File: config.mk
export PLATFORM = sky130hd
export DESIGN_NAME = abp_back
export DESIGN_NICKNAME = d
export VERILOG_FILES = /design/src/sv/abp_pkg.sv /design/src/sv/abp_back.sv
export SDC_FILE = /design/constraint.sdc
export NUM_CORES = 1
export LEC_CHECK = 0
export ABC_CLOCK_PERIOD_IN_PS = 2300
export BUFFER_PORTS_ARGS = -buffer_cell sky130_fd_sc_hd__buf_2
export CAP_MARGIN = 5
export CORE_MARGIN = 1
export CORE_UTILIZATION = 45
export DETAILED_ROUTE_END_ITERATION = 8
export GPL_ROUTABILITY_DRIVEN = 0
export GPL_TIMING_DRIVEN = 0
export MAX_ROUTING_LAYER = met4
export PLACE_DENSITY = 0.9
export SLEW_MARGIN = 0
export SYNTH_ARGS = -nofsm -noshare
export SYNTH_HDL_FRONTEND = slang
export SYNTH_SLANG_ARGS = --single-unit
File: constraint.sdc
create_clock -name clk -period 2.3 [get_ports clk]
set_input_delay 0.23 -clock clk [delete_from_list [all_inputs] [get_ports clk]]
set_output_delay 0.23 -clock clk [all_outputs]
set_load 0.005 [all_outputs]
File: src/sv/abp_pkg.sv
// ============================================================================
// abp_pkg
// Shared types, widths, constants and the arctangent table for the
// accelerometer pitch balance pipeline.
// ============================================================================
package abp_pkg;

    localparam int SAMPLE_BITS      = 10;
    localparam int ANGLE_ITERATIONS = 16;
    localparam int AXIS_SCALE       = 6;
    localparam int OFF_W            = 13;
    localparam int THR_W            = 8;
    localparam int SCL_W            = SAMPLE_BITS + 3;
    localparam int AXIS_W           = ((SCL_W > OFF_W) ? SCL_W : OFF_W) + 1;
    localparam int MAG_W            = AXIS_W - 1;
    localparam int SQ_W             = 2 * AXIS_W;
    localparam int ROOT_W           = AXIS_W;
    localparam int PRE_SHIFT        = 16;
    localparam int CX_W             = ROOT_W + PRE_SHIFT + 2;
    localparam int ANG_W            = 26;
    localparam int PITCH_W          = 16;
    localparam int MAGQ8_W          = 15;
    localparam int TABLE_LEN        = 24;
    localparam int RIGHT_ANGLE_Q16  = 5898240;
    localparam int RIGHT_ANGLE_Q8   = 23040;
    localparam int FRONT_STAGES     = 3;
    localparam int BACK_STAGES      = 2;
    localparam int LATENCY          = FRONT_STAGES + ROOT_W + ANGLE_ITERATIONS + BACK_STAGES;

    localparam logic [OFF_W-1:0] X_OFFSET_RST = 13'd440;
    localparam logic [OFF_W-1:0] Y_OFFSET_RST = 13'd440;
    localparam logic [OFF_W-1:0] Z_OFFSET_RST = 13'd365;
    localparam logic signed [THR_W-1:0] FWD_THR_RST = 8'sd5;
    localparam logic signed [THR_W-1:0] REV_THR_RST = 8'sd5;

    typedef enum logic [2:0] {
        REG_X_OFFSET  = 3'd0,
        REG_Y_OFFSET  = 3'd1,
        REG_Z_OFFSET  = 3'd2,
        REG_FWD_THR   = 3'd3,
        REG_REV_THR   = 3'd4
    } reg_index_t;

    typedef enum logic [1:0] {
        DRIVE_STOP = 2'd0,
        DRIVE_FWD  = 2'd1,
        DRIVE_BACK = 2'd2
    } drive_t;

    typedef struct packed {
        logic [SAMPLE_BITS-1:0] x_sample;
        logic [SAMPLE_BITS-1:0] y_sample;
        logic [SAMPLE_BITS-1:0] z_sample;
    } sample_t;

    typedef struct packed {
        logic signed [PITCH_W-1:0] pitch_degrees;
        logic [1:0]                drive_command;
        logic                      balanced;
    } result_t;

    typedef struct packed {
        logic [OFF_W-1:0]        x_offset;
        logic [OFF_W-1:0]        y_offset;
        logic [OFF_W-1:0]        z_offset;
        logic signed [THR_W-1:0] fwd_thr;
        logic signed [THR_W-1:0] rev_thr;
    } cfg_t;

    typedef struct packed {
        logic [MAG_W-1:0] ay;
        logic             y_neg;
        logic             y_zero;
    } side_t;

    function automatic logic signed [ANG_W-1:0] atan_q16(input int i);
        logic signed [ANG_W-1:0] v;
        case (i)
            0:  v = 26'sd2949120;
            1:  v = 26'sd1740967;
            2:  v = 26'sd919879;
            3:  v = 26'sd466945;
            4:  v = 26'sd234379;
            5:  v = 26'sd117304;
            6:  v = 26'sd58666;
            7:  v = 26'sd29335;
            8:  v = 26'sd14668;
            9:  v = 26'sd7334;
            10: v = 26'sd3667;
            11: v = 26'sd1833;
            12: v = 26'sd917;
            13: v = 26'sd458;
            14: v = 26'sd229;
            15: v = 26'sd115;
            16: v = 26'sd57;
            17: v = 26'sd29;
            18: v = 26'sd14;
            19: v = 26'sd7;
            20: v = 26'sd4;
            21: v = 26'sd2;
            22: v = 26'sd1;
            default: v = '0;
        endcase
        return v;
    endfunction

endpackage

File: src/sv/abp_back.sv
// ============================================================================
// abp_back
// Angle clamp and rounding, sign and special cases, threshold decision.
// ============================================================================
module abp_back (
    input  logic             clk,
    input  logic             rst_n,
    input  logic             in_valid,
    input  logic signed [abp_pkg::ANG_W-1:0] angle,
    input  logic             d_zero,
    input  abp_pkg::side_t   side,
    input  abp_pkg::cfg_t    cfg,
    output logic             result_valid,
    output abp_pkg::result_t result
);
    import abp_pkg::*;

    localparam logic signed [ANG_W-1:0] RA_Q16 = ANG_W'(RIGHT_ANGLE_Q16);
    localparam logic signed [PITCH_W-1:0] RA_Q8 = PITCH_W'(RIGHT_ANGLE_Q8);

    logic                      vld1_reg, vld2_reg;
    logic signed [PITCH_W-1:0] pitch_reg;
    result_t                   result_reg;

    logic signed [ANG_W-1:0]   ang_c;
    logic [ANG_W-1:0]          ang_r;
    logic signed [PITCH_W-1:0] mag;
    logic signed [PITCH_W-1:0] pitch_next;
    result_t                   result_next;

    always_comb
    begin
        if (angle < 0)
            ang_c = '0;
        else if (angle > RA_Q16)
            ang_c = RA_Q16;
        else
            ang_c = angle;
        ang_r = ($unsigned(ang_c) + ANG_W'(128)) >> 8;
        mag   = $signed(PITCH_W'(ang_r[MAGQ8_W-1:0]));
        if (side.y_zero)
            pitch_next = '0;
        else if (d_zero)
            pitch_next = side.y_neg ? -RA_Q8 : RA_Q8;
        else
            pitch_next = side.y_neg ? -mag : mag;
    end

    always_comb
    begin
        result_next.pitch_degrees = pitch_reg;
        if (pitch_reg > $signed({cfg.fwd_thr, 8'h00}))
        begin
            result_next.drive_command = DRIVE_FWD;
            result_next.balanced      = 1'b0;
        end
        else if (pitch_reg < $signed({cfg.rev_thr, 8'h00}))
        begin
            result_next.drive_command = DRIVE_BACK;
            result_next.balanced      = 1'b0;
        end
        else
        begin
            result_next.drive_command = DRIVE_STOP;
            result_next.balanced      = 1'b1;
        end
    end

    always_ff @(posedge clk or negedge rst_n)
    begin
        if (!rst_n)
        begin
            vld1_reg <= 1'b0;
            vld2_reg <= 1'b0;
        end
        else
        begin
            vld1_reg <= in_valid;
            vld2_reg <= vld1_reg;
        end
    end

    always_ff @(posedge clk)
    begin
        pitch_reg  <= pitch_next;
        result_reg <= result_next;
    end

    assign result_valid = vld2_reg;
    assign result       = result_reg;

endmodule

==> summary.txt <==
Status
  – Outcome: finished, violations left
  – Failing checks: negative setup slack

Synth
  – EDFF count, synth: 0
  – Number of library cell types mapped by synthesis: just under 50
  – Post-Syn Instances: 273
  – Mapped Avg Cell Area: 8.21 sq um
  – Post-synthesis sequential area ratio: around a third
  – Async SR Flop Fraction: 5.41%
  – Post-synthesis register bit count: 37
  – Yosys warnings: 0
  – Synth Flop Type: dfxtp_1
  – Synth Net Count: 390
  – Synth Cell Area: around 2200 sq um

Placement
  – I/O Buffers: 64
  – Area after DPL: 2760 sq um
  – Post-DP HPWL: 4140 um
  – Post-Place Cells: slightly above 400
  – DP Worst Slack: -1190 ps

CTS
  – H-tree levels: 2
  – CTS tree: built
  – Number of buffers created by CTS: 5
  – Clk_lat worst skew: around 280 ps
  – Clock slew at reported path FFs: 80 ps
  – Number of clock sinks: 37
  – Root buffer cell: clkbuf_8
  – Clk buf depth: 2

Global route
  – Busiest grt layer: met2
  – Largest net degree at the start of global routing: 14
  – Met3 Track Usage GR: 2.78%
  – Total track usage: 24.2%
  – Antenna violations before repair: 0
  – Vias in the first global route: 2332
  – Congestion Overflow GR: 0
  – GR Util met1: approximately 24%
  – First-pass GRT wire length: 9680 um
  – Met2 usage: 46.8%

STA
  – Relative slew slack: 58.9%
  – Min Tclk post-route: 2780 ps
  – Fin worst setup slack: -484 ps
  – Worst Tran Pin Value: 613 ps
  – Setup violations, final: 12
  – FMAX: 359 MHz
  – Setup TNS Final: -3620 ps
  – Final period util: 121%
  – Final count of hold timing violations: 0
  – Skew final: 8.97 ps
  – Smallest hold slack: roughly 53 ps
  – RSZ-0062 raised after global routing: true
  – Final slew viol count: 0

Job
  – Max-cap violations: 0

Finish
  – Layout cells sized above 1: 40.1%
  – Layout area overhead: 47.6%
  – Layout Utilization: between 60 and 70%
  – Most frequent cells in the layout: buf_2 (61), dfxtp_1 (35), nor2_1 (32), inv_1 (22), buf_4 (18)
  – Largest register FFs: 19
  – Final Instance Area: ~3300 sq um
  – ANT cells: 0
  – Layout Cells excl Fill: 439
  – Most common cell after layout, fill and taps aside: buf_2
  – Layout Nets: ~490

Floorplanning
  – Initial Utilization: 47.1%
  – Core Region: roughly 4800 sq um
  – Die width: slightly above 70 um
  – Number of top-level pins: 120
  – Die height: between 70 and 80 um
  – Row count: 25
  – Die area: 5270 sq um

Worst setup path
  – Required time worst endpoint: between 2000 and 2500 ps
  – Worst Path Max Fanout: 7
  – Worst EP arrival: 2960 ps
  – Setup CP Type: in -> reg
  – Crit path cell chain: buf_8 -> nor4b_4 -> nand4_1 -> o21ai_4 -> and2_4 -> ha_4 -> and4_4 -> a21boi_4 -> o22ai_2 -> a41oi_2 -> and2_4 -> nor4b_4 -> buf_4 -> nand3_1 -> o311ai_0
  – Setup crit end kind: flip-flop
  – CP startpoint kind: input port
  – Max incr delay on CP: 280 ps
  – Crit-path slowest cell: nor4b_4

Routing
  – Vias: ~2400
  – Drt first pass iters: 4
  – Post-DR wirelength/cell: roughly 15 um
  – Final WL: 6420 um
  – Vias per cell: 5.51
  – Initial drt markers: 97
  – Antenna-violating nets left: 0
  – DRC: 0

Pwr
  – Power, Total: approximately 1.6 mW
  – Power per standard cell area: 490 nW/um^2
  – Max VDD drop: between 0.0003 and 0.0004 V
  – Leak: 1.49 nW

Hold path
  – Hold Crit Class: in -> reg
routing by layer:
metal	wire length, um	vias up
li1	-	1158
met1	2340	1106
met2	3400	127
met3	428	28
met4	248	0
met5	0	-
Yosys cell counts, drive strengths merged (2+ instances only):
cell type / n / area (sq um)
nand4b: 2 / 17.5
a21oi: 13 / 65.1
dfrtp: 2 / 50.1
clkbuf: 5 / 18.8
and3: 3 / 18.8
a41oi: 2 / 17.5
buf: 2 / 10.0
o2111ai: 2 / 23.8
ha: 17 / 213
xnor2: 11 / 96.3
xor2: 10 / 87.6
or2: 2 / 12.5
nand2: 15 / 56.3
a31oi: 2 / 12.5
nor3: 13 / 70.1
o211ai: 3 / 22.5
nor4b: 2 / 30.0
nand3: 15 / 75.1
and2: 4 / 25.0
inv: 22 / 82.6
o21a: 5 / 37.5
dfxtp: 35 / 701
nor4: 4 / 31.3
or3: 6 / 42.5
a211o: 3 / 26.3
a311oi: 2 / 17.5
o21ai: 12 / 63.8
nand4: 5 / 31.3
nor2: 36 / 138
a21o: 4 / 30.0
nor2b: 3 / 18.8
report_power, final:
group / internal [mW] / total, mW / leakage (nW) / switching, mW
clock: 0.324 / 0.548 / 0.0585 / 0.224
sequential: 0.678 / 0.693 / 0.311 / 0.0149
combinational: 0.176 / 0.381 / 1.12 / 0.206
total: 1.18 / 1.62 / 1.49 / 0.444
cells by family after synthesis:
family	synth area share (%)
adder cells (fa/ha/maj)	9.49
AO/OA/AOI/OAI	17.1
buffers and inverters	4.97
flip-flops	33.5
XOR/XNOR	8.21
AND/OR/NAND/NOR	26.7
final timing paths:
kind	end	slack, ps	startpoint	cells past startpoint
max	pitch_reg[11]$_SDFF_PP0_	-480	angle[21]	15
min	vld1_reg$_DFF_PN0_	50	in_valid	1
max reg2reg	result[0]$_SDFF_PN0_	270	pitch_reg[9]$_SDFF_PP0_	9
min reg2reg	result[4]$_DFF_P_	350	pitch_reg[1]$_SDFF_PP0_	0
max in group asynchronous	vld1_reg$_DFF_PN0_	1930	rst_n	2
min in group asynchronous	result_valid$_DFF_PN0_	270	rst_n	2
worst max-delay path: cells and delay by family:
kind,cells,cell delay [ps]
AND/OR/NAND/NOR,7,1450
AO/OA/AOI/OAI,5,820
buffers and inverters,2,270
adder cells (fa/ha/maj),1,170
what timing repair did:
item	in CTS	in global routing
pin swaps	19	17
resized for setup	32	17
buffers inserted	21	8
hold endpoints to repair	2	0
hold buffers	1	0
endpoints found under the setup margin	12	14
area by class of cell:
cell class / count / area (sq um)
buffer: 7 / 51.3
clock buffer: 5 / 68.8
clock inverter: 3 / 43.8
fill: 363 / 1450
inverter: 22 / 82.6
multi-input combinational: 207 / 1650
sequential: 37 / 751
tap: 67 / 83.8
timing repair buffer: 91 / 578
(Power assumes the default switching activity.)
