--- config.mk ---
export PLATFORM = sky130hd
export DESIGN_NAME = abp_sqrt
export DESIGN_NICKNAME = d
export VERILOG_FILES = /design/src/sv/abp_pkg.sv /design/src/sv/abp_sqrt.sv
export SDC_FILE = /design/constraint.sdc
export NUM_CORES = 1
export LEC_CHECK = 0
export BUFFER_PORTS_ARGS = -buffer_cell sky130_fd_sc_hd__buf_2
export CORE_ASPECT_RATIO = 0.9
export CORE_UTILIZATION = 58
export CTS_BUF_LIST = sky130_fd_sc_hd__clkbuf_2
export DETAILED_ROUTE_END_ITERATION = 8
export GPL_ROUTABILITY_DRIVEN = 1
export PLACE_DENSITY = 0.75
export RECOVER_POWER = 50
export SETUP_SLACK_MARGIN = 0.2
export SLEW_MARGIN = 40
export SYNTH_ARGS = -nofsm -noshare
export SYNTH_HDL_FRONTEND = slang
export SYNTH_SLANG_ARGS = --single-unit
--- constraint.sdc ---
create_clock -name clk -period 6.7 [get_ports clk]
set_input_delay 0.67 -clock clk [delete_from_list [all_inputs] [get_ports clk]]
set_output_delay 0.67 -clock clk [all_outputs]
set_load 0.005 [all_outputs]
--- src/sv/abp_pkg.sv ---
// ============================================================================
// abp_pkg
// Shared types, widths, constants and the arctangent table for the
// accelerometer pitch balance pipeline.
// ============================================================================
package abp_pkg;

    localparam int SAMPLE_BITS      = 10;
    localparam int ANGLE_ITERATIONS = 16;
    localparam int AXIS_SCALE       = 6;
    localparam int OFF_W            = 13;
    localparam int THR_W            = 8;
    localparam int SCL_W            = SAMPLE_BITS + 3;
    localparam int AXIS_W           = ((SCL_W > OFF_W) ? SCL_W : OFF_W) + 1;
    localparam int MAG_W            = AXIS_W - 1;
    localparam int SQ_W             = 2 * AXIS_W;
    localparam int ROOT_W           = AXIS_W;
    localparam int PRE_SHIFT        = 16;
    localparam int CX_W             = ROOT_W + PRE_SHIFT + 2;
    localparam int ANG_W            = 26;
    localparam int PITCH_W          = 16;
    localparam int MAGQ8_W          = 15;
    localparam int TABLE_LEN        = 24;
    localparam int RIGHT_ANGLE_Q16  = 5898240;
    localparam int RIGHT_ANGLE_Q8   = 23040;
    localparam int FRONT_STAGES     = 3;
    localparam int BACK_STAGES      = 2;
    localparam int LATENCY          = FRONT_STAGES + ROOT_W + ANGLE_ITERATIONS + BACK_STAGES;

    localparam logic [OFF_W-1:0] X_OFFSET_RST = 13'd440;
    localparam logic [OFF_W-1:0] Y_OFFSET_RST = 13'd440;
    localparam logic [OFF_W-1:0] Z_OFFSET_RST = 13'd365;
    localparam logic signed [THR_W-1:0] FWD_THR_RST = 8'sd5;
    localparam logic signed [THR_W-1:0] REV_THR_RST = 8'sd5;

    typedef enum logic [2:0] {
        REG_X_OFFSET  = 3'd0,
        REG_Y_OFFSET  = 3'd1,
        REG_Z_OFFSET  = 3'd2,
        REG_FWD_THR   = 3'd3,
        REG_REV_THR   = 3'd4
    } reg_index_t;

    typedef enum logic [1:0] {
        DRIVE_STOP = 2'd0,
        DRIVE_FWD  = 2'd1,
        DRIVE_BACK = 2'd2
    } drive_t;

    typedef struct packed {
        logic [SAMPLE_BITS-1:0] x_sample;
        logic [SAMPLE_BITS-1:0] y_sample;
        logic [SAMPLE_BITS-1:0] z_sample;
    } sample_t;

    typedef struct packed {
        logic signed [PITCH_W-1:0] pitch_degrees;
        logic [1:0]                drive_command;
        logic                      balanced;
    } result_t;

    typedef struct packed {
        logic [OFF_W-1:0]        x_offset;
        logic [OFF_W-1:0]        y_offset;
        logic [OFF_W-1:0]        z_offset;
        logic signed [THR_W-1:0] fwd_thr;
        logic signed [THR_W-1:0] rev_thr;
    } cfg_t;

    typedef struct packed {
        logic [MAG_W-1:0] ay;
        logic             y_neg;
        logic             y_zero;
    } side_t;

    function automatic logic signed [ANG_W-1:0] atan_q16(input int i);
        logic signed [ANG_W-1:0] v;
        case (i)
            0:  v = 26'sd2949120;
            1:  v = 26'sd1740967;
            2:  v = 26'sd919879;
            3:  v = 26'sd466945;
            4:  v = 26'sd234379;
            5:  v = 26'sd117304;
            6:  v = 26'sd58666;
            7:  v = 26'sd29335;
            8:  v = 26'sd14668;
            9:  v = 26'sd7334;
            10: v = 26'sd3667;
            11: v = 26'sd1833;
            12: v = 26'sd917;
            13: v = 26'sd458;
            14: v = 26'sd229;
            15: v = 26'sd115;
            16: v = 26'sd57;
            17: v = 26'sd29;
            18: v = 26'sd14;
            19: v = 26'sd7;
            20: v = 26'sd4;
            21: v = 26'sd2;
            22: v = 26'sd1;
            default: v = '0;
        endcase
        return v;
    endfunction

endpackage

--- src/sv/abp_sqrt.sv ---
// ============================================================================
// abp_sqrt
// Pipelined integer square root, one result bit per stage.
// ============================================================================
module abp_sqrt (
    input  logic             clk,
    input  logic             rst_n,
    input  logic             in_valid,
    input  logic [abp_pkg::SQ_W-1:0] sum,
    input  abp_pkg::side_t   side_in,
    output logic             out_valid,
    output logic [abp_pkg::ROOT_W-1:0] root,
    output abp_pkg::side_t   side_out
);
    import abp_pkg::*;

    logic              vld_reg  [1:ROOT_W];
    logic [SQ_W-1:0]   rem_reg  [1:ROOT_W];
    logic [SQ_W-1:0]   root_reg [1:ROOT_W];
    side_t             side_reg [1:ROOT_W];

    for (genvar k = 0; k < ROOT_W; k++)
    begin : g_stage
        localparam logic [SQ_W-1:0] BIT = SQ_W'(1) << (2 * (ROOT_W - 1 - k));
        logic            vld_cur;
        logic [SQ_W-1:0] rem_cur, root_cur;
        side_t           side_cur;
        logic [SQ_W-1:0] trial;
        logic [SQ_W-1:0] rem_next, root_next;

        if (k == 0)
        begin : g_head
            assign vld_cur  = in_valid;
            assign rem_cur  = sum;
            assign root_cur = '0;
            assign side_cur = side_in;
        end
        else
        begin : g_tail
            assign vld_cur  = vld_reg[k];
            assign rem_cur  = rem_reg[k];
            assign root_cur = root_reg[k];
            assign side_cur = side_reg[k];
        end

        always_comb
        begin
            trial = root_cur + BIT;
            if (rem_cur >= trial)
            begin
                rem_next  = rem_cur - trial;
                root_next = (root_cur >> 1) + BIT;
            end
            else
            begin
                rem_next  = rem_cur;
                root_next = root_cur >> 1;
            end
        end

        always_ff @(posedge clk or negedge rst_n)
        begin
            if (!rst_n)
            begin
                vld_reg[k+1] <= 1'b0;
            end
            else
            begin
                vld_reg[k+1] <= vld_cur;
            end
        end

        always_ff @(posedge clk)
        begin
            rem_reg[k+1]  <= rem_next;
            root_reg[k+1] <= root_next;
            side_reg[k+1] <= side_cur;
        end
    end

    assign out_valid = vld_reg[ROOT_W];
    assign root      = root_reg[ROOT_W][ROOT_W-1:0];
    assign side_out  = side_reg[ROOT_W];

endmodule

==> metrics.txt <==
result of the run=finished clean; nets in the synthesized netlist=2011; largest clock skew in the final design=0.08995 ns; buffers plus inverters on the worst setup path=1; first-pass iteration count of the detailed router=9; cell type with the largest total area after synthesis=dfxtp_1; category of the worst setup path launch point=flop; part of the cycle the worst path needs=45.47%; slew at the pin closest to its max-slew limit=0.7337 ns; number of max-cap violations=0; Seq pwr share=52.0%; fin crit period=3.046 ns; flip-flop cell with the highest count after synthesis=dfxtp_1; ratio of routed vias to standard cells=4.948; largest net degree at the start of global routing=27; H-tree Lvls=4; dominant delay contributor by cell family on the critical path=compound AO/OA/AOI/OAI gates; pwr/cell area=423.1 mW/mm²; Required @ worst endpoint=7.58 ns; Combinational Power Share=23.7%; height of the die=184.8 µm; CP Data Arrival Time=3.93 ns; top cells by area in the synthesized netlist=dfxtp_1 (63%), ha_1 (6.7%), xor2_1 (2.9%); final layout net count=2274; area share of the leading cell type in the synthesized netlist=63.12%; final-report setup violation count=0; number of DRC violations after detailed-routing iteration 0=533; class of the most critical setup path=reg -> reg; final WL=35.13 mm; port buffer count=75; row count=66; placer's final routability congestion estimate=0.9325; internal power=0.007091 W; Post-Synthesis Mean Instance Area=11.64 µm²; main combinational cell family by area after synthesis=simple AND/OR/NAND/NOR gates; max-slew violation count=0; die width=205.1 µm; # Post-CTS Setup Buffers=0; cell with the biggest individual delay on the critical path=o311a_1; most common cell after layout, fill and taps aside=dfxtp_1; number of buffers on the longest clock path=3; number of buffers created by CTS=154; most frequent cell on the critical path=nand2b_1; core area=0.03633 mm²; count of vias placed by the detailed router=13320; net switching fraction of the power=31.11%; Mapped Cells=1850; chain of cells forming the critical path=inv_1, ha_1, nor2b_1, o21ai_0, nand2b_1, a2111oi_0, o311a_1, nand2b_1, nor4_1, xor2_1; LEAKAGE=11.30 nW; CTS tree=yes; growth of design area from synthesis to finish=12.96%; post-synthesis sequential area ratio=64.74%; clock edge transition at the registers on the reported setup and hold paths=0.10 ns; post-synthesis compound-gate area fraction=8.313%; post-synthesis xor/xnor area fraction=5.734%; number of antenna violations at the first check in global routing=2; Worst Hold Class=in -> reg; Clk Latency, worst-skew pair=1.07 ns; Psw=0.003202 W; remaining antenna violation count=0; DP Wirelength=24.40 mm; clock network power share=24.3%; share of layout cells above drive strength 1=15.94%; Synth async-reset ratio=2.020%; final count of hold timing violations=0; vias in the first global route=13715; worst ir drop on vdd=0.3128 mV; leftover overflow at the end of global routing=0; number of enable-type register cells in the synthesized netlist=0; count of different cell masters after synthesis=67; multiplexer area fraction after synthesis=0.9179%; fill cell instance count of the final layout=2755; simple-gate share of the synthesized area=10.97%; max reg flops=364; Highest Clock Rate=0.3283 GHz; die area=0.03791 mm²; count of yosys warnings during synthesis=0; DRC violations left=0; worst hold slack after final layout=0.2505 ns; Post-Synth Adder-Cell Area=6.681%; Sink Count=693; Sequential Area=0.01394 mm²; average routed wire per standard cell=13.05 µm; cell at the root of the clock tree=clkbuf_2; effective utilization at floorplan=59.27%; first-pass GRT wire length=58.85 mm; synthesis-stage register bit count=693; slowest stage delay, CP=0.67 ns; synthesized cell area=0.02154 mm²; Rel. slew slack=50.93%; leading cell types in the layout, fill and taps excluded=dfxtp_1 (679), clkbuf_2 (221), inv_1 (126); global-route usage over all layers=19.30%; final total negative setup slack=0 ns; critical-path maximum fanout=16; Top-Level Pins=76; unrepaired setup endpoints after global routing=no; area of combinational cells with multiple inputs=0.007051 mm²; sort of element at the end of the critical path=flop
## stage by stage
| stage | area (µm²) | worst slack, ns | instances | power, W | util [%] |
|---|---|---|---|---|---|
| after floorplan | 21540 | 4.145 | 1850 | 0.007254 | - |
| after global placement | 22440 | 3.470 | 2385 | 0.007729 | 61.76 |
| after detailed placement | 22450 | 3.449 | 2385 | 0.007846 | 61.78 |
| after CTS | 24310 | 3.420 | 2689 | 0.01040 | 66.89 |
| after global routing | 24330 | 3.307 | 2692 | 0.01105 | 66.95 |
| final | 24330 | 3.654 | 2692 | 0.01029 | 66.95 |
## timing repair
action                                 in CTS  in global routing
setup endpoints to repair                   0                  0
endpoints found under the hold margin      59                  0
hold buffers                               47                  0
resized for setup                           0                  0
## final cells by class
class,instances,share of cell area [%]
clock buffer,221,4.547
clock inverter,36,1.162
tap,476,2.448
multi-input combinational,1012,28.98
antenna,2,0.02057
inverter,127,1.960
sequential,693,57.32
timing repair buffer,125,3.564
## synthesized netlist by cell type, types with 6 or more instances
cell type	n
nor4b_1	13
and2_1	8
nor2b_1	22
dfxtp_1	679
ha_1	115
a211oi_1	9
nand3_1	10
or4_1	10
clkbuf_1	6
xnor2_1	70
nor4_1	50
nand2_1	97
nor3_1	42
buf_2	7
a21oi_1	84
inv_1	126
xor2_1	71
a31oi_1	7
o21a_1	28
o31a_1	6
nand2b_1	29
a21o_1	26
or2_2	8
and3_1	6
o31ai_1	10
o21ai_0	85
nor2_1	94
nand4_1	20
mux2_2	14
nand3b_1	7
dfrtp_1	14
or3_1	16
## kinds of logic after synthesis
| kind of cell | count (synthesis) |
|---|---|
| buffers and inverters | 145 |
| adders and majority gates | 115 |
| xor gates and xnor gates | 141 |
| and+or+nand+nor | 448 |
| AOI/OAI and AO/OA | 290 |
| muxes | 18 |
| DFF | 693 |
## worst reg2reg max path: cells and delay by family, from the launching register on
family,cells,cell delay (ns)
AO/OA/AOI/OAI,3,1.46
AND/OR/NAND/NOR,4,0.58
flip-flops,1,0.34
adder cells (fa/ha/maj),1,0.32
XOR/XNOR,1,0.14
buffers and inverters,1,0.05
## worst paths after layout
kind / endpoint / cells after the start / slack (ns) / start
hold reg to reg: root_reg[9][18] / 0 / 0.27 / root_reg[8][19]
setup reg to reg: rem_reg[3][27] / 10 / 3.65 / root_reg[5][18]
min in group asynchronous: g_stage[3].vld_cur / 3 / 0.70 / rst_n
max in group asynchronous: g_stage[9].vld_cur / 3 / 5.61 / rst_n
setup / recovery: rem_reg[3][27] / 10 / 3.65 / root_reg[5][18]
hold / removal: rem_reg[0][43] / 2 / 0.25 / sum[15]
## power by group through the flow
stage / logic (W) / clock network [W] / registers (W)
after floorplan: 0.00196 / 0 / 0.00529
after global placement: 0.00231 / 0 / 0.00542
after detailed placement: 0.00240 / 0 / 0.00544
after CTS: 0.00244 / 0.00262 / 0.00535
after global routing: 0.00277 / 0.00285 / 0.00544
final: 0.00244 / 0.00250 / 0.00535
## per-layer routing
metal	GRT usage [%]	vias up	routed length, µm
met3	6.052	81	1484
met2	35.78	268	18280
met5	0	-	0
li1	-	6915	-
met4	10.52	0	1094
met1	19.03	6056	14270
Note: power is estimated with default switching activity, not from simulation.
