[src/sv/abp_pkg.sv]
// ============================================================================
// abp_pkg
// Shared types, widths, constants and the arctangent table for the
// accelerometer pitch balance pipeline.
// ============================================================================
package abp_pkg;

    localparam int SAMPLE_BITS      = 10;
    localparam int ANGLE_ITERATIONS = 16;
    localparam int AXIS_SCALE       = 6;
    localparam int OFF_W            = 13;
    localparam int THR_W            = 8;
    localparam int SCL_W            = SAMPLE_BITS + 3;
    localparam int AXIS_W           = ((SCL_W > OFF_W) ? SCL_W : OFF_W) + 1;
    localparam int MAG_W            = AXIS_W - 1;
    localparam int SQ_W             = 2 * AXIS_W;
    localparam int ROOT_W           = AXIS_W;
    localparam int PRE_SHIFT        = 16;
    localparam int CX_W             = ROOT_W + PRE_SHIFT + 2;
    localparam int ANG_W            = 26;
    localparam int PITCH_W          = 16;
    localparam int MAGQ8_W          = 15;
    localparam int TABLE_LEN        = 24;
    localparam int RIGHT_ANGLE_Q16  = 5898240;
    localparam int RIGHT_ANGLE_Q8   = 23040;
    localparam int FRONT_STAGES     = 3;
    localparam int BACK_STAGES      = 2;
    localparam int LATENCY          = FRONT_STAGES + ROOT_W + ANGLE_ITERATIONS + BACK_STAGES;

    localparam logic [OFF_W-1:0] X_OFFSET_RST = 13'd440;
    localparam logic [OFF_W-1:0] Y_OFFSET_RST = 13'd440;
    localparam logic [OFF_W-1:0] Z_OFFSET_RST = 13'd365;
    localparam logic signed [THR_W-1:0] FWD_THR_RST = 8'sd5;
    localparam logic signed [THR_W-1:0] REV_THR_RST = 8'sd5;

    typedef enum logic [2:0] {
        REG_X_OFFSET  = 3'd0,
        REG_Y_OFFSET  = 3'd1,
        REG_Z_OFFSET  = 3'd2,
        REG_FWD_THR   = 3'd3,
        REG_REV_THR   = 3'd4
    } reg_index_t;

    typedef enum logic [1:0] {
        DRIVE_STOP = 2'd0,
        DRIVE_FWD  = 2'd1,
        DRIVE_BACK = 2'd2
    } drive_t;

    typedef struct packed {
        logic [SAMPLE_BITS-1:0] x_sample;
        logic [SAMPLE_BITS-1:0] y_sample;
        logic [SAMPLE_BITS-1:0] z_sample;
    } sample_t;

    typedef struct packed {
        logic signed [PITCH_W-1:0] pitch_degrees;
        logic [1:0]                drive_command;
        logic                      balanced;
    } result_t;

    typedef struct packed {
        logic [OFF_W-1:0]        x_offset;
        logic [OFF_W-1:0]        y_offset;
        logic [OFF_W-1:0]        z_offset;
        logic signed [THR_W-1:0] fwd_thr;
        logic signed [THR_W-1:0] rev_thr;
    } cfg_t;

    typedef struct packed {
        logic [MAG_W-1:0] ay;
        logic             y_neg;
        logic             y_zero;
    } side_t;

    function automatic logic signed [ANG_W-1:0] atan_q16(input int i);
        logic signed [ANG_W-1:0] v;
        case (i)
            0:  v = 26'sd2949120;
            1:  v = 26'sd1740967;
            2:  v = 26'sd919879;
            3:  v = 26'sd466945;
            4:  v = 26'sd234379;
            5:  v = 26'sd117304;
            6:  v = 26'sd58666;
            7:  v = 26'sd29335;
            8:  v = 26'sd14668;
            9:  v = 26'sd7334;
            10: v = 26'sd3667;
            11: v = 26'sd1833;
            12: v = 26'sd917;
            13: v = 26'sd458;
            14: v = 26'sd229;
            15: v = 26'sd115;
            16: v = 26'sd57;
            17: v = 26'sd29;
            18: v = 26'sd14;
            19: v = 26'sd7;
            20: v = 26'sd4;
            21: v = 26'sd2;
            22: v = 26'sd1;
            default: v = '0;
        endcase
        return v;
    endfunction

endpackage

[src/sv/abp_cordic.sv]
// ============================================================================
// abp_cordic
// Pipelined CORDIC vectoring, one rotation per stage, angle in Q16 degrees.
// ============================================================================
module abp_cordic (
    input  logic             clk,
    input  logic             rst_n,
    input  logic             in_valid,
    input  logic [abp_pkg::ROOT_W-1:0] root,
    input  abp_pkg::side_t   side_in,
    output logic             out_valid,
    output logic signed [abp_pkg::ANG_W-1:0] angle,
    output logic             d_zero,
    output abp_pkg::side_t   side_out
);
    import abp_pkg::*;

    localparam int N = ANGLE_ITERATIONS;

    logic                    vld_reg [1:N];
    logic signed [CX_W-1:0]  cx_reg  [1:N];
    logic signed [CX_W-1:0]  cy_reg  [1:N];
    logic signed [ANG_W-1:0] ang_reg [1:N];
    logic                    dz_reg  [1:N];
    side_t                   side_reg[1:N];

    for (genvar i = 0; i < N; i++)
    begin : g_rot
        localparam logic signed [ANG_W-1:0] STEP = atan_q16(i);
        logic                    vld_cur, dz_cur;
        logic signed [CX_W-1:0]  cx_cur, cy_cur;
        logic signed [ANG_W-1:0] ang_cur;
        side_t                   side_cur;
        logic signed [CX_W-1:0]  cx_next, cy_next;
        logic signed [ANG_W-1:0] ang_next;

        if (i == 0)
        begin : g_head
            assign vld_cur  = in_valid;
            assign cx_cur   = $signed(CX_W'(root) << PRE_SHIFT);
            assign cy_cur   = $signed(CX_W'(side_in.ay) << PRE_SHIFT);
            assign ang_cur  = '0;
            assign dz_cur   = (root == '0);
            assign side_cur = side_in;
        end
        else
        begin : g_tail
            assign vld_cur  = vld_reg[i];
            assign cx_cur   = cx_reg[i];
            assign cy_cur   = cy_reg[i];
            assign ang_cur  = ang_reg[i];
            assign dz_cur   = dz_reg[i];
            assign side_cur = side_reg[i];
        end

        always_comb
        begin
            if (!cy_cur[CX_W-1])
            begin
                cx_next  = cx_cur + (cy_cur >>> i);
                cy_next  = cy_cur - (cx_cur >>> i);
                ang_next = ang_cur + STEP;
            end
            else
            begin
                cx_next  = cx_cur - (cy_cur >>> i);
                cy_next  = cy_cur + (cx_cur >>> i);
                ang_next = ang_cur - STEP;
            end
        end

        always_ff @(posedge clk or negedge rst_n)
        begin
            if (!rst_n)
            begin
                vld_reg[i+1] <= 1'b0;
            end
            else
            begin
                vld_reg[i+1] <= vld_cur;
            end
        end

        always_ff @(posedge clk)
        begin
            cx_reg[i+1]   <= cx_next;
            cy_reg[i+1]   <= cy_next;
            ang_reg[i+1]  <= ang_next;
            dz_reg[i+1]   <= dz_cur;
            side_reg[i+1] <= side_cur;
        end
    end

    assign out_valid = vld_reg[N];
    assign angle     = ang_reg[N];
    assign d_zero    = dz_reg[N];
    assign side_out  = side_reg[N];

endmodule

[config.mk]
export PLATFORM = sky130hd
export DESIGN_NAME = abp_cordic
export DESIGN_NICKNAME = d
export VERILOG_FILES = /design/src/sv/abp_pkg.sv /design/src/sv/abp_cordic.sv
export SDC_FILE = /design/constraint.sdc
export NUM_CORES = 2
export LEC_CHECK = 0
export ABC_AREA = 1
export BUFFER_PORTS_ARGS = -buffer_cell sky130_fd_sc_hd__buf_2
export CAP_MARGIN = 10
export CORE_ASPECT_RATIO = 1.4
export CORE_MARGIN = 1
export CORE_UTILIZATION = 29
export CTS_CLUSTER_SIZE = 16
export DETAILED_ROUTE_END_ITERATION = 8
export PLACE_DENSITY_LB_ADDON = 0.1
export SETUP_SLACK_MARGIN = 0.5
export SKIP_CTS_REPAIR_TIMING = 1
export SLEW_MARGIN = 5
export SYNTH_ARGS = -nofsm -noshare
export SYNTH_HDL_FRONTEND = slang
export SYNTH_SLANG_ARGS = --single-unit
[constraint.sdc]
create_clock -name clk -period 3.5 [get_ports clk]
set_input_delay 0.175 -clock clk [delete_from_list [all_inputs] [get_ports clk]]
set_output_delay 0.175 -clock clk [all_outputs]
set_load 0.05 [all_outputs]
==> results.json <==
{
  "synth_seq_cells": 1377,
  "synthCells": 14400,
  "mappedNetlistArea_um2": 101000,
  "outcome": "complete, no violations",
  "maxSlewViolCount": 0,
  "yosys.area_share.adder_pct": 14.9,
  "h-tree-depth": 4,
  "relSlewSlack_pct": 46.4,
  "fin_nets": 16300,
  "tightest_slew_ps": 795,
  "antenna_left": 0,
  "dpl.hpwl_um": 326000,
  "track_usage_pct": 21.2,
  "drc": 0,
  "synth_edf_count": 0,
  "rsz0062_at_grt": "yes",
  "worst_ep_arrival_time_ps": 3960,
  "syn-num-nets": 15600,
  "syn2layout_area_growth_pct": 18.2,
  "ios": 75,
  "dp_cells": 19400,
  "crit_chain": "inv_1 -> nand3_1 -> nor2_1 -> nand2_1 -> nand2_1 -> o21ai_0 -> xor2_1 -> inv_1 -> ha_1 -> a21oi_1 -> o21ai_0 -> a21oi_1 -> o21ai_0 -> nor2_1 -> nand2_1 -> nand2_1 -> nand2_1",
  "max_cap_viol_count": 0,
  "synth_compound_area_share_pct": 14.7,
  "path_max_fanout": 4,
  "grt_pass1_wl_um": 573000,
  "die_height_um": 701,
  "fmax_mhz": 307,
  "cts_tree": "built",
  "clk_latency_ps": 910,
  "antenna_found_initial": 7,
  "cpPeakStageDelay_ps": 770,
  "timing.rr.start": "cy_reg[0][343]",
  "largest_reg_flops": 381,
  "finalCritPeriodShare_pct": 93.0,
  "grt_pass1_vias": 97400,
  "cts_sinks": 1377,
  "async_flop_share_pct": 1.16,
  "fp.dieW_um": 502,
  "yosysUniqueCellTypes": 62,
  "synth.avg_cell_area_um2": 7.06,
  "cts_root_buffer": "clkbuf_16",
  "synthFlopType": "dfxtp_1",
  "die_area_um2": 352000,
  "cts_buffers": 172,
  "cpMostUsedCell": "nand2_1",
  "path_clk_slew_ps": 60,
  "portBuffers": 73,
  "place_area_um2": 110000,
  "rows": 256,
  "vias_per_cell": 4.78,
  "num_vias": 94800,
  "yosys.area_share.xor_xnor_pct": 11.8,
  "yosysSeqAreaShare_pct": 27.3,
  "slowest_stage": "dfxtp_1",
  "finClkSkew_ps": 91.3,
  "path_delay_family": "compound AO/OA/AOI/OAI gates",
  "startpoint_type": "register",
  "core_um2": 348000,
  "gp_congestion": 0.951,
  "period_needed_ps": 3250,
  "use_met1_pct": 20.8,
  "use_met3_pct": 1.67,
  "hold_path.startpoint": "root[13]",
  "synth_warnings": 0,
  "crit_type": "register to register",
  "grt_overflow_total": 0,
  "initial_utilization_pct": 29.2,
  "hold_viol_final": 0,
  "design_area_um2": 120000,
  "synth_top_family_by_area": "simple AND/OR/NAND/NOR gates",
  "crit_path_start": "cy_reg[0][343]",
  "synth_simple_gate_area_share_pct": 24.7,
  "top_usage_layer": "met2",
  "grt_max_degree": 43,
  "firstDrtPassIters": 8,
  "wirelength_um": 381000,
  "required_ps": 4210,
  "crit_buf_inv": 2,
  "detail_route.iter0.violations": 4395,
  "final-setup-viol-count": 0,
  "crit_path_end_kind": "register",
  "layout.cells.non_filler": 19800,
  "gr-usage-met2_pct": 42.5,
  "muxShareOfSynthArea_pct": 0,
  "wl_per_cell_um": 19.2,
  "min_path_type": "input port to register",
  "layout-drive-gt1-share_pct": 10.1,
  "clk_path_buf_depth": 4
}
## synthesized netlist by cell type, types with 22 or more instances
| library cell | number | area [um^2] |
|---|---|---|
| a21boi_0 | 57 | 428 |
| o21ai_0 | 789 | 3950 |
| buf_4 | 28 | 210 |
| nand3b_1 | 31 | 233 |
| fa_1 | 31 | 621 |
| o21a_1 | 55 | 413 |
| o31ai_1 | 22 | 165 |
| a21o_1 | 128 | 961 |
| nand4_1 | 204 | 1280 |
| nor3_2 | 26 | 260 |
| a211oi_1 | 25 | 188 |
| o211ai_1 | 29 | 218 |
| ha_1 | 1155 | 14500 |
| o21bai_1 | 132 | 991 |
| xnor2_1 | 325 | 2850 |
| inv_1 | 1635 | 6140 |
| nor3_1 | 288 | 1440 |
| a31oi_1 | 58 | 363 |
| nor2_1 | 1579 | 5930 |
| a21oi_1 | 1261 | 6310 |
| nand2_1 | 3012 | 11300 |
| o21ai_2 | 27 | 236 |
| dfxtp_1 | 1361 | 27200 |
| nand3_1 | 676 | 3380 |
| xor2_1 | 1037 | 9080 |
| clkbuf_1 | 60 | 225 |
| nor4_1 | 94 | 588 |
| o21ai_1 | 56 | 280 |
## per-layer routing
layer  vias to the layer above  part of all wire, %
met4                         0                  6.5
met2                      1476                   54
li1                      48900                    -
met5                         -                    0
met3                       735                  2.1
met1                     43700                   37
## final timing paths
path	end	slack (ps)	depth (start not counted)
min reg2reg	side_reg[0][93]	290	0
max	cx_reg[0][380]	250	17
min	cy_reg[0][63]	160	4
max reg2reg	cx_reg[0][380]	250	17
min in group asynchronous	g_rot[2].vld_cur	390	3
max in group asynchronous	g_rot[15].vld_cur	2640	3
## area by class of cell
type | count | area, um^2
Fill cell | 37900 | 228000
Multi-Input combinational cell | 11200 | 69400
Sequential cell | 1377 | 27700
Inverter | 1646 | 6200
Tap cell | 4644 | 5810
Timing Repair Buffer | 638 | 4860
Clock buffer | 225 | 4820
Clock inverter | 79 | 933
Antenna cell | 5 | 12.5
## stage by stage
step | utilization (%) | TNS, ps | setup slack, ps | hold slack (ps)
global placement | 31.8 | -75.0 | -52.2 | 105
finish | 34.5 | 0 | 245 | 162
global route | 34.5 | 0 | 9.35 | 140
detailed placement | 31.8 | 0 | 14.3 | 105
CTS | 33.4 | -53.3 | -32.5 | -884
floorplan | - | 0 | 503 | -121
## cell families after synthesis
logic type / count (synthesis)
buf+inv: 1761
fa+ha+maj: 1186
other cells: 1
xor+xnor: 1362
simple gates: 5988
compound gates: 2683
flops: 1377
## tightest hold or removal path, cell delays in order
cell and delay (ps):
dlygate4sd3_1 520, buf_2 170, inv_1 90, nand2_1 80
## layout by cell type (no fill, tap or decap), types with 82 or more instances in the layout
master	netlist	final
a21o_1	128	128
a21oi_1	1261	1161
a21oi_2	1	95
buf_4	28	498
clkbuf_16	0	176
dfxtp_1	1361	1332
ha_1	1155	1100
inv_1	1635	1606
nand2_1	3012	2935
nand3_1	676	655
nand4_1	204	204
nor2_1	1579	1478
nor2_2	12	82
nor3_1	288	234
o21ai_0	789	680
o21ai_1	56	140
o21bai_1	132	129
xnor2_1	325	322
xor2_1	1037	1015
Power is not shown: default switching activity piles up to over one toggle a cycle in this logic, so the estimate is an artifact.
