File: src/sv/abp_pkg.sv
// ============================================================================
// abp_pkg
// Shared types, widths, constants and the arctangent table for the
// accelerometer pitch balance pipeline.
// ============================================================================
package abp_pkg;

    localparam int SAMPLE_BITS      = 10;
    localparam int ANGLE_ITERATIONS = 16;
    localparam int AXIS_SCALE       = 6;
    localparam int OFF_W            = 13;
    localparam int THR_W            = 8;
    localparam int SCL_W            = SAMPLE_BITS + 3;
    localparam int AXIS_W           = ((SCL_W > OFF_W) ? SCL_W : OFF_W) + 1;
    localparam int MAG_W            = AXIS_W - 1;
    localparam int SQ_W             = 2 * AXIS_W;
    localparam int ROOT_W           = AXIS_W;
    localparam int PRE_SHIFT        = 16;
    localparam int CX_W             = ROOT_W + PRE_SHIFT + 2;
    localparam int ANG_W            = 26;
    localparam int PITCH_W          = 16;
    localparam int MAGQ8_W          = 15;
    localparam int TABLE_LEN        = 24;
    localparam int RIGHT_ANGLE_Q16  = 5898240;
    localparam int RIGHT_ANGLE_Q8   = 23040;
    localparam int FRONT_STAGES     = 3;
    localparam int BACK_STAGES      = 2;
    localparam int LATENCY          = FRONT_STAGES + ROOT_W + ANGLE_ITERATIONS + BACK_STAGES;

    localparam logic [OFF_W-1:0] X_OFFSET_RST = 13'd440;
    localparam logic [OFF_W-1:0] Y_OFFSET_RST = 13'd440;
    localparam logic [OFF_W-1:0] Z_OFFSET_RST = 13'd365;
    localparam logic signed [THR_W-1:0] FWD_THR_RST = 8'sd5;
    localparam logic signed [THR_W-1:0] REV_THR_RST = 8'sd5;

    typedef enum logic [2:0] {
        REG_X_OFFSET  = 3'd0,
        REG_Y_OFFSET  = 3'd1,
        REG_Z_OFFSET  = 3'd2,
        REG_FWD_THR   = 3'd3,
        REG_REV_THR   = 3'd4
    } reg_index_t;

    typedef enum logic [1:0] {
        DRIVE_STOP = 2'd0,
        DRIVE_FWD  = 2'd1,
        DRIVE_BACK = 2'd2
    } drive_t;

    typedef struct packed {
        logic [SAMPLE_BITS-1:0] x_sample;
        logic [SAMPLE_BITS-1:0] y_sample;
        logic [SAMPLE_BITS-1:0] z_sample;
    } sample_t;

    typedef struct packed {
        logic signed [PITCH_W-1:0] pitch_degrees;
        logic [1:0]                drive_command;
        logic                      balanced;
    } result_t;

    typedef struct packed {
        logic [OFF_W-1:0]        x_offset;
        logic [OFF_W-1:0]        y_offset;
        logic [OFF_W-1:0]        z_offset;
        logic signed [THR_W-1:0] fwd_thr;
        logic signed [THR_W-1:0] rev_thr;
    } cfg_t;

    typedef struct packed {
        logic [MAG_W-1:0] ay;
        logic             y_neg;
        logic             y_zero;
    } side_t;

    function automatic logic signed [ANG_W-1:0] atan_q16(input int i);
        logic signed [ANG_W-1:0] v;
        case (i)
            0:  v = 26'sd2949120;
            1:  v = 26'sd1740967;
            2:  v = 26'sd919879;
            3:  v = 26'sd466945;
            4:  v = 26'sd234379;
            5:  v = 26'sd117304;
            6:  v = 26'sd58666;
            7:  v = 26'sd29335;
            8:  v = 26'sd14668;
            9:  v = 26'sd7334;
            10: v = 26'sd3667;
            11: v = 26'sd1833;
            12: v = 26'sd917;
            13: v = 26'sd458;
            14: v = 26'sd229;
            15: v = 26'sd115;
            16: v = 26'sd57;
            17: v = 26'sd29;
            18: v = 26'sd14;
            19: v = 26'sd7;
            20: v = 26'sd4;
            21: v = 26'sd2;
            22: v = 26'sd1;
            default: v = '0;
        endcase
        return v;
    endfunction

endpackage

File: src/sv/abp_front.sv
// ============================================================================
// abp_front
// Axis scaling and offset removal, squaring, and the sum of squares.
// ============================================================================
module abp_front (
    input  logic             clk,
    input  logic             rst_n,
    input  logic             in_valid,
    input  abp_pkg::sample_t sample,
    input  abp_pkg::cfg_t    cfg,
    output logic             out_valid,
    output logic [abp_pkg::SQ_W-1:0] sum,
    output abp_pkg::side_t   side
);
    import abp_pkg::*;

    function automatic logic signed [AXIS_W-1:0] scale_axis(
        input logic [SAMPLE_BITS-1:0] s,
        input logic [OFF_W-1:0]       off
    );
        logic [AXIS_W-1:0] a;
        logic [AXIS_W-1:0] b;
        a = AXIS_W'(s) * AXIS_W'(AXIS_SCALE);
        b = AXIS_W'(off);
        return $signed(a - b);
    endfunction

    logic [FRONT_STAGES-1:0] vld_reg;

    logic signed [AXIS_W-1:0] xs_reg, ys_reg, zs_reg;
    logic [SQ_W-1:0]          xsq_reg, zsq_reg;
    side_t                    side2_reg, side3_reg;
    logic [SQ_W-1:0]          sum_reg;

    logic signed [2*AXIS_W-1:0] xsq_next, zsq_next;
    logic signed [AXIS_W-1:0]   ay_full;
    side_t                      side2_next;

    always_comb
    begin
        xsq_next = xs_reg * xs_reg;
        zsq_next = zs_reg * zs_reg;
        ay_full  = ys_reg[AXIS_W-1] ? -ys_reg : ys_reg;
        side2_next.ay     = ay_full[MAG_W-1:0];
        side2_next.y_neg  = ys_reg[AXIS_W-1];
        side2_next.y_zero = (ys_reg == '0);
    end

    always_ff @(posedge clk or negedge rst_n)
    begin
        if (!rst_n)
        begin
            vld_reg <= '0;
        end
        else
        begin
            vld_reg <= {vld_reg[FRONT_STAGES-2:0], in_valid};
        end
    end

    always_ff @(posedge clk)
    begin
        xs_reg    <= scale_axis(sample.x_sample, cfg.x_offset);
        ys_reg    <= scale_axis(sample.y_sample, cfg.y_offset);
        zs_reg    <= scale_axis(sample.z_sample, cfg.z_offset);
        xsq_reg   <= SQ_W'(xsq_next);
        zsq_reg   <= SQ_W'(zsq_next);
        side2_reg <= side2_next;
        sum_reg   <= xsq_reg + zsq_reg;
        side3_reg <= side2_reg;
    end

    assign out_valid = vld_reg[FRONT_STAGES-1];
    assign sum       = sum_reg;
    assign side      = side3_reg;

endmodule

File: config.mk
export PLATFORM = sky130hd
export DESIGN_NAME = abp_front
export DESIGN_NICKNAME = d
export VERILOG_FILES = /design/src/sv/abp_pkg.sv /design/src/sv/abp_front.sv
export SDC_FILE = /design/constraint.sdc
export NUM_CORES = 1
export LEC_CHECK = 0
export BUFFER_PORTS_ARGS = -buffer_cell sky130_fd_sc_hd__buf_2
export CORE_AREA = 2 2 247 249
export CTS_CLUSTER_SIZE = 40
export DETAILED_ROUTE_END_ITERATION = 10
export DIE_AREA = 0 0 249 251
export GPL_ROUTABILITY_DRIVEN = 0
export GPL_TIMING_DRIVEN = 1
export PLACE_DENSITY = 0.59
export REMOVE_ABC_BUFFERS = 1
export SLEW_MARGIN = 10
export SYNTH_ARGS = -nofsm -noshare
export SYNTH_HDL_FRONTEND = slang
export SYNTH_SLANG_ARGS = --single-unit
File: constraint.sdc
create_clock -name clk -period 19.3 [get_ports clk]
set_clock_uncertainty 0.15 [all_clocks]
set_input_delay 3.86 -clock clk [delete_from_list [all_inputs] [get_ports clk]]
set_output_delay 3.86 -clock clk [all_outputs]
set_load 0.05 [all_outputs]
==> results.md, run 1 <==
- Most area-hungry cell type in the Yosys netlist: fa_1
- Syn Inst Count: 2207
- HP Class: flip-flop to flip-flop
- Std cell rows: 90
- Hold slack: around 170 ps
- Crit path DAT: 7110 ps
- Final #Nets: just under 3000
- Asr flop ratio synth: 0.0191
- Max Fanout on Critical Path: 27
- I/O pin total: 132
- Max reg flops: 28
- Vias per cell: 4.64
- Skew-Pair Late Insertion Delay: 470 ps
- RSZ-0062 raised after global routing: no
- Synth area leaders: fa_1 35%, dfxtp_1 15%, ha_1 13%
- TritonCTS clock tree: done
- Post-Synthesis Mean Instance Area: ~9.4 sq um
- Final ANT Viol Nets: 0
- Layout area overhead: 9.88%
- Setup CP Type: flip-flop to flip-flop
- MaxCap Viol Count: 0
- GRT overflow: 0
- R2r endpoint: xsq_reg[26]
- Worst slew margin: 0.444
- Die Area: 62500 sq um
- Synth Cell Area: 20700 sq um
- Peak Freq: between 0.1 and 0.15 GHz
- Min Tclk post-route: 6900 ps
- R2r setup slk: 12400 ps
- R2R Path Start: xs_reg[13]
- Warnings from Yosys: 0
- Worst hold path cell count: 0
- Leading cell type in the layout, fill and taps excluded: inv_1
- Clk sinks: 157
- Initial detailed-routing violation count: approximately 550
- Die width: 249 microns
- Post-DP HPWL: 33600 microns
- First-pass GRT wire length: 69800 microns
- Unique masters post-synth: 62
- Drt total wl: a little under 40000 microns
- Longest Clk Path Bufs: 2
- Worst Path Required: 19510 ps
- EDFF count, synth: 0
- PnR worst setup slack: 12400 ps
- Pre-CTS setup slack: roughly 12000 ps
- Pin count of the biggest net entering global routing: 28
- Vias in the first global route: between 15000 and 20000
- CTS H-tree depth: 4
- Die Ht: around 250 microns
- CP Launch Type: flip-flop
- DRC violations left: 0
- Slew Viols, Final: 0
- Cell repeated most along the worst path: fa_1
- Setup_tns: 0 ps
- Final Hold Viols: 0
- Hold EP: side[14]
- Slowest Stage Delay on Critical Path: around 860 ps
- Fin util: 0.381
- Post-cts sizing count: 0
- Sequential element share of the synthesized area: 0.152
- CP cell instances: and2_1, inv_1, fa_1, fa_1, inv_1, fa_1, fa_1, fa_1, inv_1, fa_1, inv_1, ha_1, and3_1, nand3_1, o311ai_0, nand2_1, o2111ai_1, a21oi_1, xnor2_1
- Min-delay src: side2_reg[14]
- Commonest non-fill, non-tap cells in the layout: 543 x inv_1, 359 x fa_1, 220 x ha_1
- Area of the core: 59800 sq um
- Layout cells sized above 1: 0.0737
- Setup crit end kind: flip-flop
- Share of the synthesized area in the top cell type: 0.347
- Max stage delay cell, worst path: dfxtp_1
- Outcome: complete, no violations
- TritonCTS buffer count: 17
- DR vias: 14381
- Crit path from: xs_reg[13]
- Postcts setup bufs: 0
- Setup violators final: 0
- All-Layer GR Usage: 0.137
- Worst-path clk slew: roughly 70 ps
- Initial antenna violation count: 1
- Fin crit share: 0.358
- Worst slew pin tran: 834 ps
- Port Buffer Count: 115
- Synth Flop Type: dfxtp_1
- N_diodes: 0
- CTS root buffer: clkbuf_16
- Initial Util: 0.346
- Worst R2R Path Depth: 19
- Register bit total from synthesis: between 150 and 200
- Hold buffers post-CTS: 0
- WL per Instance: approximately 13 microns
- TritonRoute pass-1 iters: 5
## worst max-delay path by stage
stage                   to  cells after the start
6_report       xsq_reg[26]                     19
5_1_grt        xsq_reg[26]                     19
4_1_cts        xsq_reg[26]                     19
3_5_place_dp    xs_reg[12]                     16
3_3_place_gp    xs_reg[12]                     16
2_1_floorplan   ys_reg[12]                     15
## Yosys cell counts, types with 3 or more instances
cell type and n:
mux2i_1 4, nand2b_1 4, or2_2 5, fa_1 359
clkbuf_1 36, a41oi_1 3, a211oi_2 3, nor2_1 115
a211oi_1 11, o31ai_1 11, or3_1 7, xnor2_1 113
xor2_1 35, and2_1 86, o211ai_1 4, a311o_1 3
nor3_1 22, nand3_1 25, nor3b_1 3, inv_1 543
and3_1 10, o21ai_0 39, a31oi_1 11, ha_1 220
nand4_1 3, dfrtp_1 3, a21oi_1 75, o41ai_1 3
and4_1 3, a31o_2 3, a41o_1 3, o21bai_1 21
a21boi_0 7, nor2b_1 39, a21o_1 39, o21a_1 9
dfxtp_1 154, nand2_1 138, nor4b_1 3
## worst max-delay path, delay by kind of cell, from the launching register on
family          cells  cell delay [ps]
compound gates      3              940
xor+xnor            1              130
fa+ha+maj           7             3510
buf+inv             4              370
flops               1              860
simple gates        4              820
## through the flow
| stage | cells | cell area (sq um) |
|---|---|---|
| after floorplan | 2171 | 20600 |
| after global placement | 3070 | 22100 |
| after detailed placement | 3070 | 22100 |
| after CTS | 3102 | 22800 |
| after global routing | 3102 | 22800 |
| final | 3102 | 22800 |
## area by class of cell
type                            count  area, sq um
Fill cell                        5997        37000
Multi-Input combinational cell   1471        15400
Tap cell                          782          978
Clock inverter                     15          188
Clock buffer                       17          425
Timing Repair Buffer              117          591
Inverter                          543         2040
Sequential cell                   157         3160
## cells by family (layout without fill, tap and decap cells)
group                      after synthesis  count (layout)  synth area share
AOI/OAI and AO/OA                      267             267            0.0866
DFF                                    157             157             0.152
muxes                                    6               6           0.00302
buffers and inverters                  579             692             0.105
adders and majority gates              579             579             0.480
xor gates and xnor gates               148             148            0.0626
and+or+nand+nor                        471             471             0.110
## routing by layer
| metal | routed length (microns) | share of wire | GRT usage |
|---|---|---|---|
| met4 | 585 | 0.015 | 0.0386 |
| met1 | 17100 | 0.43 | 0.166 |
| met2 | 20100 | 0.51 | 0.243 |
| met3 | 1970 | 0.049 | 0.0322 |
| met5 | 0 | 0 | 0 |
Power of run 1 is left out: the tool's default activity adds up to more than one toggle a clock period on the data nets, which glitch-free logic cannot reach.
==> run 2: changes to the inputs <==
- PLACE_DENSITY: 0.59 -> 0.61
- clock period: 19.3 -> 5.6 ns (I/O delays scaled with it)
==> run 2 against run 1 <==
Non-clock buffer count increased by 256. Critical path depth increased by 2. The flow now finishes with violations (negative setup slack). Largest cell class unchanged. Utilization increased by 4.6 points. Wire length increased by 7.3%. Critical endpoint is now zsq_reg[24]. Setup slack got worse by 13000 ps. Maximum frequency increased by 19%. Flip-flop and latch count unchanged. Worst hold slack improved by 2.8 ps. Register-to-register slack got worse by 13000 ps.
==> results.md, run 2 (same netlist as run 1, synthesis figures left out) <==
- Layout area overhead: 23.2%
- CTS root buffer: clkbuf_16
- R2r setup slk: -220 ps (-12620 ps)
- CP cell instances: nand2_2, fa_1, inv_2, fa_1, fa_1, inv_1, fa_1, inv_1, fa_1, inv_1, fa_1, inv_1, ha_4, buf_4, a211oi_4, o31ai_4, a211oi_4, o31ai_4, a21oi_2, mux2i_1, a2111o_1
- CP bufs+invs: 6 (+2)
- Crit path DAT: 6040 ps (-1070 ps)
- Die Area: 62500 sq um (unchanged)
- Min-delay src: side2_reg[6]
- TritonRoute pass-1 iters: 5 (unchanged)
- R2r endpoint: zsq_reg[24]
- Final Non-Filler Cells: 3358 (+8.3%)
- Worst R2R Path Depth: 21 (+2)
- RSZ-0062 raised after global routing: yes
- Clk sinks: 157 (unchanged)
- Vias per cell: 4.57 (-1.5%)
- CP Launch Type: flip-flop
- Setup CP Type: flip-flop to flip-flop
- Initial detailed-routing violation count: 599 (+8.7%)
- Hold buffers post-CTS: 0 (unchanged)
- Violated checks: negative setup slack
- Levels on crit path: 21 (+2)
- Port Buffer Count: 115 (unchanged)
- Worst slew pin tran: 629 ps (-205 ps)
- MaxCap Viol Count: 0 (unchanged)
- Commonest non-fill, non-tap cells in the layout: 526 x inv_1, 343 x fa_1, 230 x buf_4
- Setup violators final: 12 (+12)
- HP Class: flip-flop to flip-flop
- Slowest Stage Delay on Critical Path: 560 ps (-300 ps)
- PnR worst setup slack: -225 ps (-12620 ps)
- Initial Util: 0.346 (unchanged)
- Fin util: 0.427 (+0.0460)
- Max Fanout on Critical Path: 4 (-85%)
- Die Ht: 251 microns (unchanged)
- Skew-Pair Late Insertion Delay: 480 ps (about the same)
- Dpl cell area: 23800 sq um (+7.6%)
- Layout cells sized above 1: 0.227 (+0.153)
- Fillers: 5692 (-5.1%)
- Die width: 249 microns (unchanged)
- I/O pin total: 132 (unchanged)
- Max reg flops: 28 (unchanged)
- Max stage delay cell, worst path: fa_1
- Delay-heaviest family, CP: adder cells
- R2R Path Start: zs_reg[4]
- Setup crit end kind: flip-flop
- Inst Count DP: 3293 (+7.3%)
- Outcome: complete, but fails checks
- All-Layer GR Usage: 0.143 (+0.00625)
- Hold EP: side[6]
- Worst Path Required: 5810 ps (-13700 ps)
- Pin count of the biggest net entering global routing: 18 (-36%)
- Design Area, Final: 25500 sq um (+12%)
- Leading cell type in the layout, fill and taps excluded: inv_1
- Slew Viols, Final: 0 (unchanged)
- Peak Freq: 0.172 GHz (+19%)
- Final #Nets: 3230 (+8.6%)
- Hold slack: 177 ps (+2.83 ps)
- First-pass GRT wire length: 73400 microns (+5.1%)
- Area of the core: 59800 sq um (unchanged)
- Longest Clk Path Bufs: 2 (unchanged)
- N_diodes: 0 (unchanged)
- Drt total wl: 42600 microns (+7.3%)
- CTS H-tree depth: 4 (unchanged)
- WL per Instance: 12.7 microns (-0.89%)
- Min Tclk post-route: 5820 ps (-1080 ps)
- Final Hold Viols: 0 (unchanged)
- Cell repeated most along the worst path: fa_1
- DR vias: 15336 (+6.6%)
- DRC violations left: 0 (unchanged)
- TritonCTS clock tree: done
- Post-DP HPWL: 35900 microns (+6.9%)
- Vias in the first global route: 16460 (+6.6%)
- Worst-path clk slew: 70 ps (about the same)
- TritonCTS buffer count: 17 (unchanged)
- Worst slew margin: 0.577 (+0.134)
- Std cell rows: 90 (unchanged)
- GRT overflow: 0 (unchanged)
- Final ANT Viol Nets: 0 (unchanged)
- Worst hold path cell count: 0 (unchanged)
- Fin crit share: 1.04 (+0.682)
- Initial antenna violation count: 0 (-1)
[run 2: changes by cell type in the layout (fill, tap and decap cells not counted), sizes merged]
| cell | previous run | this run |
|---|---|---|
| clkbuf | 17 | 19 |
| buf | 117 | 373 |
| inv | 552 | 550 |
[run 2: repair_timing]
item	in CTS	in global routing
endpoints found under the setup margin	28	28
buffers inserted	17	16
cloned	0	1
pin swaps	61	62
resized for setup	136	101
[run 2: worst max path at each step]
| stage | startpoint | to |
|---|---|---|
| finish | zs_reg[4] | zsq_reg[24] |
| global route | zs_reg[5] | zsq_reg[24] |
| CTS | xs_reg[6] | xsq_reg[25] |
| detailed placement | xs_reg[3] | xsq_reg[27] |
| global placement | xs_reg[3] | xsq_reg[27] |
| floorplan | xs_reg[13] | xsq_reg[27] |
[run 2: per-layer routing]
layer,up-vias,wire length (microns),GRT usage,share of wire
li1,7507,-,-,-
met1,7599,18000,0.171,0.42
met2,183,22000,0.258,0.52
met3,47,1910,0.0295,0.045
met4,0,667,0.0461,0.016
met5,-,0,0,0
[run 2: area by class of cell]
cell class / count / area [sq um] / share of cell area
clock buffer: 19 / 443 / 0.0174
clock inverter: 13 / 126 / 0.00495
inverter: 543 / 2040 / 0.0799
multi-input combinational: 1471 / 16100 / 0.630
sequential: 157 / 3220 / 0.126
tap: 782 / 978 / 0.0384
timing repair buffer: 373 / 2630 / 0.103
[run 2: worst reg2reg max path, cell delays in order, from the launching register on]
cell and delay (ps):
dfxtp_2 350, nand2_2 70, fa_1 570, inv_2 50
fa_1 500, fa_1 490, inv_1 50, fa_1 530
inv_1 50, fa_1 470, inv_1 50, fa_1 480
inv_1 70, ha_4 220, buf_4 140, a211oi_4 260
o31ai_4 140, a211oi_4 340, o31ai_4 100, a21oi_2 190
mux2i_1 100, a2111o_1 380
[run 2: per-stage QoR]
step	setup slack (ps)	setup TNS, ps
CTS	-204	-1380
floorplan	-551	-4180
detailed placement	-719	-8010
global placement	-668	-7070
finish	-225	-1080
global route	-388	-4700
Power of run 2 is left out for the same reason.
